## src/hdl/pip_pkg.sv

```systemverilog
package pip_pkg;

  localparam int VC_W         = 5;
  localparam int HL_W         = 23;
  localparam int IDX_W        = 4;
  localparam int ORIENT_W     = 16;
  localparam int WIND_W       = 6;
  localparam int Q_FRAC       = 14;
  localparam int RND_HALF     = 1 << (Q_FRAC - 1);
  localparam int MIN_VERTICES = 3;
  localparam int APB_AW       = 3;
  localparam int APB_DW       = 32;

  localparam logic OP_LOAD  = 1'b0;
  localparam logic OP_QUERY = 1'b1;

  localparam logic REG_VERTEX_COUNT = 1'b0;
  localparam logic REG_HEIGHT_LIMIT = 1'b1;

  // quadrant step between consecutive vertices
  localparam logic signed [2:0] STEP_M3 = 3'sb101;
  localparam logic signed [2:0] STEP_P3 = 3'sb011;
  localparam logic signed [2:0] STEP_M2 = 3'sb110;
  localparam logic signed [2:0] STEP_P2 = 3'sb010;

  // sub-steps of the rotation and of the cross-product compare
  localparam logic [2:0] ROT_DXC = 3'd0;
  localparam logic [2:0] ROT_DYS = 3'd1;
  localparam logic [2:0] ROT_DYC = 3'd2;
  localparam logic [2:0] ROT_DXS = 3'd3;
  localparam logic [2:0] ROT_RY  = 3'd4;
  localparam logic [2:0] CR_PXCY = 3'd0;
  localparam logic [2:0] CR_PYCX = 3'd1;
  localparam logic [2:0] CR_CMP  = 3'd2;

  localparam logic [1:0] QUAD_TAB [2][2] = '{'{2'd0, 2'd1}, '{2'd3, 2'd2}};

  typedef enum logic [2:0] {
    S_IDLE,
    S_ROT,
    S_FIRST,
    S_WALK,
    S_CROSS,
    S_DONE
  } pip_state_e;

  typedef struct packed {
    logic [VC_W-1:0] vertex_count;
    logic [HL_W-1:0] height_limit;
  } pip_cfg_t;

  function automatic logic [1:0] quadrant(input logic xneg, input logic yneg);
    return QUAD_TAB[yneg][xneg];
  endfunction

endpackage

```

## src/hdl/pip_vtx_mem.sv

```systemverilog
module pip_vtx_mem #(
  parameter int DEPTH  = 16,
  parameter int DATA_W = 48
) (
  input  logic                     clk_i,
  input  logic                     we_i,
  input  logic [$clog2(DEPTH)-1:0] waddr_i,
  input  logic [DATA_W-1:0]        wdata_i,
  input  logic                     re_i,
  input  logic [$clog2(DEPTH)-1:0] raddr_i,
  output logic [DATA_W-1:0]        rdata_o
);

  logic [DATA_W-1:0] mem [DEPTH];
  logic [DATA_W-1:0] rdata_q;

  always_ff @(posedge clk_i) begin
    if (we_i) begin
      mem[waddr_i] <= wdata_i;
    end
  end

  always_ff @(posedge clk_i) begin
    if (re_i) begin
      rdata_q <= mem[raddr_i];
    end
  end

  assign rdata_o = rdata_q;

endmodule

```

## src/hdl/pip_mul.sv

```systemverilog
module pip_mul #(
  parameter int W = 28
) (
  input  logic                  clk_i,
  input  logic signed [W-1:0]   a_i,
  input  logic signed [W-1:0]   b_i,
  output logic signed [2*W-1:0] prod_o
);

  logic signed [2*W-1:0] prod_q;

  always_ff @(posedge clk_i) begin
    prod_q <= a_i * b_i;
  end

  assign prod_o = prod_q;

endmodule

```

## src/hdl/pip_core.sv

```systemverilog
module pip_core import pip_pkg::*; #(
  parameter int MAX_VERTICES = 16,
  parameter int COORD_WIDTH  = 24
) (
  input  logic                       clk_i,
  input  logic                       rst_ni,
  input  pip_cfg_t                   cfg_i,
  input  logic                       in_valid_i,
  output logic                       in_stall_o,
  input  logic                       op_i,
  input  logic [IDX_W-1:0]           vertex_index_i,
  input  logic signed [COORD_WIDTH-1:0] vertex_px_i,
  input  logic signed [COORD_WIDTH-1:0] vertex_py_i,
  input  logic signed [COORD_WIDTH-1:0] point_x_i,
  input  logic signed [COORD_WIDTH-1:0] point_y_i,
  input  logic signed [COORD_WIDTH-1:0] point_z_i,
  input  logic signed [COORD_WIDTH-1:0] center_x_i,
  input  logic signed [COORD_WIDTH-1:0] center_y_i,
  input  logic signed [COORD_WIDTH-1:0] center_z_i,
  input  logic signed [ORIENT_W-1:0] orient_cos_i,
  input  logic signed [ORIENT_W-1:0] orient_sin_i,
  output logic                       out_valid_o,
  input  logic                       out_stall_i,
  output logic                       inside_res_o,
  output logic signed [WIND_W-1:0]   winding_o
);

  localparam int CW   = COORD_WIDTH;
  localparam int DW   = CW + 1;
  localparam int RXW  = CW + 3;
  localparam int MW   = CW + 4;
  localparam int PW   = 2 * MW;
  localparam int IW   = $clog2(MAX_VERTICES);
  localparam int NW   = $clog2(MAX_VERTICES + 1);
  localparam int NCW  = (NW > VC_W) ? NW : VC_W;
  localparam int IXW  = ((IW > IDX_W) ? IW : IDX_W) + 1;
  localparam int HW   = (DW > HL_W + 1) ? DW : HL_W + 1;

  pip_state_e state_q, state_d;
  logic [2:0] step_q, step_d;

  logic signed [DW-1:0]       dx_q, dy_q;
  logic signed [ORIENT_W-1:0] c_q, s_q;
  logic                       fail_q;
  logic [NW-1:0]              n_q, i_q;
  logic signed [PW-1:0]       acc_q;
  logic signed [RXW-1:0]      rx_q, ry_q;
  logic signed [MW-1:0]       px_q, py_q, cx_q, cy_q;
  logic [1:0]                 pq_q, cq_q;
  logic                       last_q, ccw_q;
  logic signed [WIND_W-1:0]   w_q;
  logic                       out_valid_q, inside_q;
  logic signed [WIND_W-1:0]   winding_q;

  logic                 in_acc, load_we, out_free, rd_en;
  logic [IW-1:0]        rd_addr, next_k;
  logic [NW-1:0]        nxt;
  logic [2*CW-1:0]      rd_data;
  logic signed [CW-1:0] vx, vy;
  logic signed [MW-1:0] cx_w, cy_w, mul_a, mul_b;
  logic signed [PW-1:0] prod, rot_sum;
  logic signed [RXW-1:0] rnd;
  logic [1:0]           q_w;
  logic signed [2:0]    d_w;
  logic                 cross_w, ge;
  logic signed [DW-1:0] dz;
  logic signed [HW-1:0] dz_ext, hl_ext;
  logic [NCW-1:0]       vc_ext, n_sel;
  logic [IXW-1:0]       idx_ext;

  assign in_acc   = in_valid_i && !in_stall_o;
  assign out_free = !out_valid_q || !out_stall_i;

  // load path
  assign idx_ext = IXW'(vertex_index_i);
  assign load_we = in_acc && (op_i == OP_LOAD) && (idx_ext < IXW'(MAX_VERTICES));

  // query setup
  assign dz     = DW'(point_z_i) - DW'(center_z_i);
  assign dz_ext = HW'(dz);
  assign hl_ext = HW'({1'b0, cfg_i.height_limit});
  assign vc_ext = NCW'(cfg_i.vertex_count);
  assign n_sel  = (vc_ext > NCW'(MAX_VERTICES)) ? NCW'(MAX_VERTICES) : vc_ext;

  pip_vtx_mem #(
    .DEPTH  (MAX_VERTICES),
    .DATA_W (2 * CW)
  ) u_mem (
    .clk_i   (clk_i),
    .we_i    (load_we),
    .waddr_i (idx_ext[IW-1:0]),
    .wdata_i ({vertex_py_i, vertex_px_i}),
    .re_i    (rd_en),
    .raddr_i (rd_addr),
    .rdata_o (rd_data)
  );

  pip_mul #(
    .W (MW)
  ) u_mul (
    .clk_i  (clk_i),
    .a_i    (mul_a),
    .b_i    (mul_b),
    .prod_o (prod)
  );

  // walk datapath
  assign vx      = rd_data[CW-1:0];
  assign vy      = rd_data[2*CW-1:CW];
  assign cx_w    = MW'(vx) - MW'(rx_q);
  assign cy_w    = MW'(vy) - MW'(ry_q);
  assign q_w     = quadrant(cx_w[MW-1], cy_w[MW-1]);
  assign d_w     = $signed({1'b0, q_w}) - $signed({1'b0, pq_q});
  assign cross_w = (d_w == STEP_M2) || (d_w == STEP_P2);
  assign ge      = acc_q >= prod;

  assign rot_sum = ((step_q == ROT_DYC) ? acc_q + prod : acc_q - prod) + PW'(RND_HALF);
  assign rnd     = rot_sum[Q_FRAC +: RXW];

  assign nxt    = i_q + NW'(1);
  assign next_k = (nxt == n_q) ? '0 : nxt[IW-1:0];

  always_comb begin
    mul_a = MW'(dx_q);
    mul_b = MW'(c_q);
    if (state_q == S_ROT) begin
      case (step_q)
        ROT_DYS: begin
          mul_a = MW'(dy_q);
          mul_b = MW'(s_q);
        end
        ROT_DYC: begin
          mul_a = MW'(dy_q);
          mul_b = MW'(c_q);
        end
        ROT_DXS: begin
          mul_a = MW'(dx_q);
          mul_b = MW'(s_q);
        end
        default: ;
      endcase
    end else if (state_q == S_CROSS) begin
      if (step_q == CR_PYCX) begin
        mul_a = py_q;
        mul_b = cx_q;
      end else begin
        mul_a = px_q;
        mul_b = cy_q;
      end
    end
  end

  // next state
  always_comb begin
    state_d = state_q;
    step_d  = '0;
    unique case (state_q)
      S_IDLE: begin
        if (in_acc && (op_i == OP_QUERY)) begin
          state_d = S_ROT;
        end
      end
      S_ROT: begin
        step_d = step_q + 3'd1;
        if (fail_q) begin
          state_d = S_DONE;
        end else if (step_q == ROT_RY) begin
          state_d = S_FIRST;
        end
      end
      S_FIRST: state_d = S_WALK;
      S_WALK: begin
        if (cross_w) begin
          state_d = S_CROSS;
        end else if (i_q == n_q) begin
          state_d = S_DONE;
        end
      end
      S_CROSS: begin
        step_d = step_q + 3'd1;
        if (step_q == CR_CMP) begin
          state_d = last_q ? S_DONE : S_WALK;
        end
      end
      S_DONE: begin
        if (out_free) begin
          state_d = S_IDLE;
        end
      end
      default: state_d = S_IDLE;
    endcase
  end

  // control outputs
  always_comb begin
    in_stall_o = 1'b1;
    rd_en      = 1'b0;
    rd_addr    = next_k;
    unique case (state_q)
      S_IDLE:  in_stall_o = 1'b0;
      S_ROT: begin
        rd_en   = (step_q == ROT_RY);
        rd_addr = '0;
      end
      S_FIRST: rd_en = 1'b1;
      S_WALK:  rd_en = (i_q != n_q);
      default: ;
    endcase
  end

  always_ff @(posedge clk_i or negedge rst_ni) begin
    if (!rst_ni) begin
      state_q     <= S_IDLE;
      step_q      <= '0;
      out_valid_q <= 1'b0;
    end else begin
      state_q <= state_d;
      step_q  <= step_d;
      if (state_q == S_DONE && out_free) begin
        out_valid_q <= 1'b1;
      end else if (!out_stall_i) begin
        out_valid_q <= 1'b0;
      end
    end
  end

  always_ff @(posedge clk_i) begin
    if (in_acc && (op_i == OP_QUERY)) begin
      dx_q   <= DW'(point_x_i) - DW'(center_x_i);
      dy_q   <= DW'(point_y_i) - DW'(center_y_i);
      c_q    <= orient_cos_i;
      s_q    <= orient_sin_i;
      n_q    <= n_sel[NW-1:0];
      fail_q <= (n_sel < NCW'(MIN_VERTICES)) ||
                ((cfg_i.height_limit != '0) && (dz_ext > hl_ext));
      w_q    <= '0;
      i_q    <= '0;
    end
    unique case (state_q)
      S_ROT: begin
        case (step_q)
          ROT_DYS: acc_q <= prod;
          ROT_DYC: rx_q  <= rnd;
          ROT_DXS: acc_q <= prod;
          ROT_RY:  ry_q  <= rnd;
          default: ;
        endcase
      end
      S_FIRST: begin
        px_q <= cx_w;
        py_q <= cy_w;
        pq_q <= q_w;
        i_q  <= NW'(1);
      end
      S_WALK: begin
        i_q    <= nxt;
        cx_q   <= cx_w;
        cy_q   <= cy_w;
        cq_q   <= q_w;
        last_q <= (i_q == n_q);
        ccw_q  <= (d_w == STEP_M2);
        if (d_w == STEP_M3) begin
          w_q <= w_q + WIND_W'(1);
        end else if (d_w == STEP_P3) begin
          w_q <= w_q - WIND_W'(1);
        end
        if (!cross_w) begin
          px_q <= cx_w;
          py_q <= cy_w;
          pq_q <= q_w;
        end
      end
      S_CROSS: begin
        if (step_q == CR_PYCX) begin
          acc_q <= prod;
        end
        if (step_q == CR_CMP) begin
          if (ccw_q && ge) begin
            w_q <= w_q + WIND_W'(1);
          end else if (!ccw_q && !ge) begin
            w_q <= w_q - WIND_W'(1);
          end
          px_q <= cx_q;
          py_q <= cy_q;
          pq_q <= cq_q;
        end
      end
      S_DONE: begin
        if (out_free) begin
          inside_q  <= (w_q != '0);
          winding_q <= w_q;
        end
      end
      default: ;
    endcase
  end

  assign out_valid_o  = out_valid_q;
  assign inside_res_o = inside_q;
  assign winding_o    = winding_q;

endmodule

```

## src/hdl/point_in_polygon_winding.sv

```systemverilog
// Winding-number point-in-polygon test. Load transfers (op 0) write one
// vertex into the table and return no result. A query transfer (op 1)
// returns one result and walks n vertices, where n is vertex_count
// clamped to MAX_VERTICES; a query that fails the vertex-count or height
// check skips the rotation and the walk and returns a winding of 0. One
// shared signed multiplier does the four rotation products and both cross
// products of each two-quadrant edge, and the dual-port vertex table
// supplies one vertex per cycle outside the cross-product steps. in_stall_o
// is high from a query transfer until the output register holds its result.
// Query only vertex slots that have been loaded since reset.
module point_in_polygon_winding import pip_pkg::*; #(
  parameter int MAX_VERTICES = 16,
  parameter int COORD_WIDTH  = 24
) (
  input  logic                          clk_i,
  input  logic                          rst_ni,
  input  logic                          psel,
  input  logic                          penable,
  input  logic                          pwrite,
  input  logic [APB_AW-1:0]             paddr,
  input  logic [APB_DW-1:0]             pwdata,
  output logic [APB_DW-1:0]             prdata,
  output logic                          pready,
  input  logic                          in_valid_i,
  output logic                          in_stall_o,
  input  logic                          op_i,
  input  logic [IDX_W-1:0]              vertex_index_i,
  input  logic signed [COORD_WIDTH-1:0] vertex_px_i,
  input  logic signed [COORD_WIDTH-1:0] vertex_py_i,
  input  logic signed [COORD_WIDTH-1:0] point_x_i,
  input  logic signed [COORD_WIDTH-1:0] point_y_i,
  input  logic signed [COORD_WIDTH-1:0] point_z_i,
  input  logic signed [COORD_WIDTH-1:0] center_x_i,
  input  logic signed [COORD_WIDTH-1:0] center_y_i,
  input  logic signed [COORD_WIDTH-1:0] center_z_i,
  input  logic signed [ORIENT_W-1:0]    orient_cos_i,
  input  logic signed [ORIENT_W-1:0]    orient_sin_i,
  output logic                          out_valid_o,
  input  logic                          out_stall_i,
  output logic                          inside_res_o,
  output logic signed [WIND_W-1:0]      winding_o
);

  pip_cfg_t cfg_q;

  assign pready = 1'b1;

  always_ff @(posedge clk_i or negedge rst_ni) begin
    if (!rst_ni) begin
      cfg_q <= '0;
    end else if (psel && penable && pwrite) begin
      unique case (paddr[2])
        REG_VERTEX_COUNT: cfg_q.vertex_count <= pwdata[VC_W-1:0];
        REG_HEIGHT_LIMIT: cfg_q.height_limit <= pwdata[HL_W-1:0];
        default: ;
      endcase
    end
  end

  always_comb begin
    unique case (paddr[2])
      REG_VERTEX_COUNT: prdata = APB_DW'(cfg_q.vertex_count);
      REG_HEIGHT_LIMIT: prdata = APB_DW'(cfg_q.height_limit);
      default:          prdata = '0;
    endcase
  end

  pip_core #(
    .MAX_VERTICES (MAX_VERTICES),
    .COORD_WIDTH  (COORD_WIDTH)
  ) u_core (
    .clk_i          (clk_i),
    .rst_ni         (rst_ni),
    .cfg_i          (cfg_q),
    .in_valid_i     (in_valid_i),
    .in_stall_o     (in_stall_o),
    .op_i           (op_i),
    .vertex_index_i (vertex_index_i),
    .vertex_px_i    (vertex_px_i),
    .vertex_py_i    (vertex_py_i),
    .point_x_i      (point_x_i),
    .point_y_i      (point_y_i),
    .point_z_i      (point_z_i),
    .center_x_i     (center_x_i),
    .center_y_i     (center_y_i),
    .center_z_i     (center_z_i),
    .orient_cos_i   (orient_cos_i),
    .orient_sin_i   (orient_sin_i),
    .out_valid_o    (out_valid_o),
    .out_stall_i    (out_stall_i),
    .inside_res_o   (inside_res_o),
    .winding_o      (winding_o)
  );

endmodule

```

## config.mk

```make
export PLATFORM = sky130hd
export DESIGN_NAME = point_in_polygon_winding
export DESIGN_NICKNAME = d
export VERILOG_FILES = /design/src/hdl/pip_pkg.sv /design/src/hdl/pip_vtx_mem.sv /design/src/hdl/pip_mul.sv /design/src/hdl/pip_core.sv /design/src/hdl/point_in_polygon_winding.sv
export SDC_FILE = /design/constraint.sdc
export NUM_CORES = 2
export LEC_CHECK = 0
export BUFFER_PORTS_ARGS = -buffer_cell sky130_fd_sc_hd__buf_2
export CAP_MARGIN = 20
export CORE_AREA = 3 3 468 470
export CTS_CLUSTER_DIAMETER = 60
export CTS_CLUSTER_SIZE = 10
export DETAILED_ROUTE_END_ITERATION = 7
export DIE_AREA = 0 0 471 473
export PLACE_DENSITY_LB_ADDON = 0.25
export SYNTH_ARGS = -nofsm -noshare
export SYNTH_HDL_FRONTEND = slang
export SYNTH_HIERARCHICAL = 1
export SYNTH_SLANG_ARGS = --single-unit
```

## constraint.sdc

```tcl
create_clock -name clk_i -period 14.8 [get_ports clk_i]
set_input_delay 1.48 -clock clk_i [delete_from_list [all_inputs] [get_ports clk_i]]
set_output_delay 1.48 -clock clk_i [all_outputs]
set_load 0.005 [all_outputs]
```

==> impl_metrics.tcl <==
set metrics [dict create \
    run_status "completed" \
    synth_top_family_by_area "adder cells" \
    crit_slowest_cell "fa_1" \
    worst_slew_pin_slew_ps 1100 \
    synthAdderAreaFrac_pct 25.8 \
    clock_sinks 1239 \
    hpwlAfterDp_um 157000 \
    yosys.area.top_type "edfxtp_1" \
    synth_flop_cell "edfxtp_1" \
    numCtsBuffers 149 \
    h-tree-depth 4 \
    yosys_warnings 6 \
    arrival_ps 11770 \
    drt_iter0_drc 3597 \
    postSynth.asyncResetShare_pct 2.82 \
    netlist_area_mm2 0.0861 \
    vias 53900 \
    required_ps 15500 \
    clock_path_buffers 3 \
    nNetsFinal 8910 \
    synth_seq_area_share_pct 42.3 \
    clock_latency_ps 780 \
    areaGrowthSynthToFinish_pct 10.5 \
    synth_cell_types 105 \
    via_per_inst 5.25 \
    dr.pass1.iters 5 \
    synth-xor-area-share_pct 2.67 \
    drive_gt1_share_pct 12.6 \
    crit_top_cell "fa_1" \
    drc 0 \
    ys_ff_latch 1239 \
    startpoint_type "register" \
    grt_max_degree 76 \
    synth-edff-count 1142 \
    setup.worst_path.class "register to register" \
    antenna_found_initial 30 \
    synth.top_cell.area_share_pct 39.8 \
    synth_mux_area_share_pct 5.82 \
    hp-class "register to register" \
    grt_pass1_vias 57500 \
    grt-ovfl-total 0 \
    cts-hold-fix-buffers 0 \
    initial_core_util_pct 40.1 \
    cts.clk_slew.worst_paths_ps 60 \
    slew_headroom_pct 26.4 \
    setup_viol 0 \
    cts_tree "built" \
    cts_root_buffer "clkbuf_16" \
    boundaryPins 313 \
    grt_pass1_wl_um 340000 \
    chipWidth_um 471 \
    place_area_mm2 0.0909 \
    numPortBuffers 291 \
    row_count 170 \
    path_max_fanout 28 \
    global_route.usage.total_pct 19.8 \
    rsz0062_at_grt "false" \
    cts_resized 0 \
    syn-instance-count 7131 \
    final_util_pct 44.3 \
    nFillCells 19700 \
    hold_viol 0 \
    synth_compound_area_share_pct 6.78 \
    synth_simple_gate_area_share_pct 10.4 \
    avgSynthCellArea_um2 12.1 \
    cap_violations 0 \
    antenna_left 0 \
    gp_congestion 0.879 \
    finClkSkew_ps 22.4 \
    final_common_cell "edfxtp_1" \
    slew_violations 0 \
    die_h_um 473 \
    postCtsSetupBuffers 0 \
    slowest_delay_ps 900 \
    core_area_mm2 0.215 \
    die_area_mm2 0.223 \
    drt_wl_total_um 219000 \
    final_period_minus_worst_setup_slack_ps 11070 \
    synth.area.top_cells "edfxtp_1 (40%), fa_1 (19%), ha_1 (6.5%)" \
    final_cell_mix "edfxtp_1 (1,142), inv_1 (1,080), fa_1 (829)" \
    max_freq_mhz 90.3 \
    detail_route.wl_per_cell_um 21.3 \
    tns_ps 0 \
    min_period_over_period_pct 74.8 \
    stdcell_area_mm2 0.0952 \
    crit_path_end_kind "register" \
]
-- logic make-up (layout without fill, tap and decap cells) --
kind of cell,after synthesis,in the layout
and+or+nand+nor,1835,1835
adders and majority gates,1276,1276
AOI/OAI and AO/OA,873,873
other,2,30
buffers and inverters,1397,1671
xor gates and xnor gates,262,262
DFF,1239,1239
muxes,247,247
-- stage by stage --
| stage | std cells | setup WS [ps] | hold slack [ps] |
|---|---|---|---|
| after global routing | 10300 | 3150 | 431 |
| after global placement | 10000 | 3740 | 423 |
| after CTS | 10300 | 3700 | 422 |
| final | 10300 | 3730 | 425 |
| after floorplan | 7139 | 5770 | 408 |
| after detailed placement | 10100 | 3710 | 418 |
-- layout make-up --
cell class,count,area [um^2],area share (%)
tap,2838,3550,3.73
multi-input combinational,4503,44600,46.9
clock buffer,173,3860,4.06
clock inverter,28,395,0.415
antenna,20,50.0,0.0526
sequential,1239,36400,38.3
timing repair buffer,388,2190,2.30
inverter,1082,4060,4.27
-- Yosys cell counts (66+ instances only) --
cell / count
mux4_2: 192
and2_1: 432
xor2_1: 70
nor2b_1: 66
ha_1: 447
nor2_1: 216
fa_1: 829
edfxtp_1: 1142
a21o_1: 83
o21ai_0: 143
a22oi_1: 99
clkbuf_1: 240
xnor2_1: 191
inv_1: 1082
a21oi_1: 254
nand2_1: 798
-- flip-flops by register name (all words and copies together), names as in the netlist, 5 cells and up --
signal	cells
u_core/u_mul/prod_o	56
u_core/n_q	5
u_core/u_mem/rdata_o	48
u_core/acc_q	56
u_core/u_mem/mem	768
u_core/w_q	6
u_core/py_q	28
u_core/cy_q	28
u_core/cx_q	28
u_core/c_q	16
cfg_q	28
u_core/ry_q	27
u_core/winding_o	6
u_core/i_q	5
u_core/s_q	16
u_core/dy_q	25
u_core/rx_q	27
u_core/dx_q	25
u_core/px_q	28
-- metal layers --
metal	track usage (%)	vias up	share of wire, %
met5	0	-	0.054
met4	5.56	20	2.6
met3	2.57	317	4.1
met2	36.0	1148	52
met1	24.6	27900	41
li1	-	24500	-
-- final timing paths --
| check | from | to | slack, ps | cells past startpoint |
|---|---|---|---|---|
| min in group asynchronous | rst_ni | cfg_q[10]$_DFFE_PN0P_ | 840 | 1 |
| worst max register to register | u_core/state_q[0]$_DFFE_PN0P_ | u_core/u_mul/prod_o[54]$_DFF_P_ | 3730 | 31 |
| worst max-delay path | u_core/state_q[0]$_DFFE_PN0P_ | u_core/u_mul/prod_o[54]$_DFF_P_ | 3730 | 31 |
| max in group asynchronous | rst_ni | u_core/state_q[1]$_DFFE_PN0P_ | 13360 | 1 |
| worst min-delay path | u_core/u_mul/prod_o[53]$_DFF_P_ | u_core/acc_q[53]$_DFFE_PP_ | 430 | 0 |
| worst min register to register | u_core/u_mul/prod_o[53]$_DFF_P_ | u_core/acc_q[53]$_DFFE_PP_ | 430 | 0 |
-- critical path: cells and delay by family (launching register included) --
| kind | cells | cell delay (ps) |
|---|---|---|
| xor+xnor | 1 | 120 |
| compound gates | 10 | 2780 |
| buf+inv | 8 | 1820 |
| fa+ha+maj | 9 | 4650 |
| flops | 1 | 680 |
| simple gates | 3 | 890 |
Power is not shown: default switching activity piles up to over one toggle a cycle in this logic, so the estimate is an artifact.
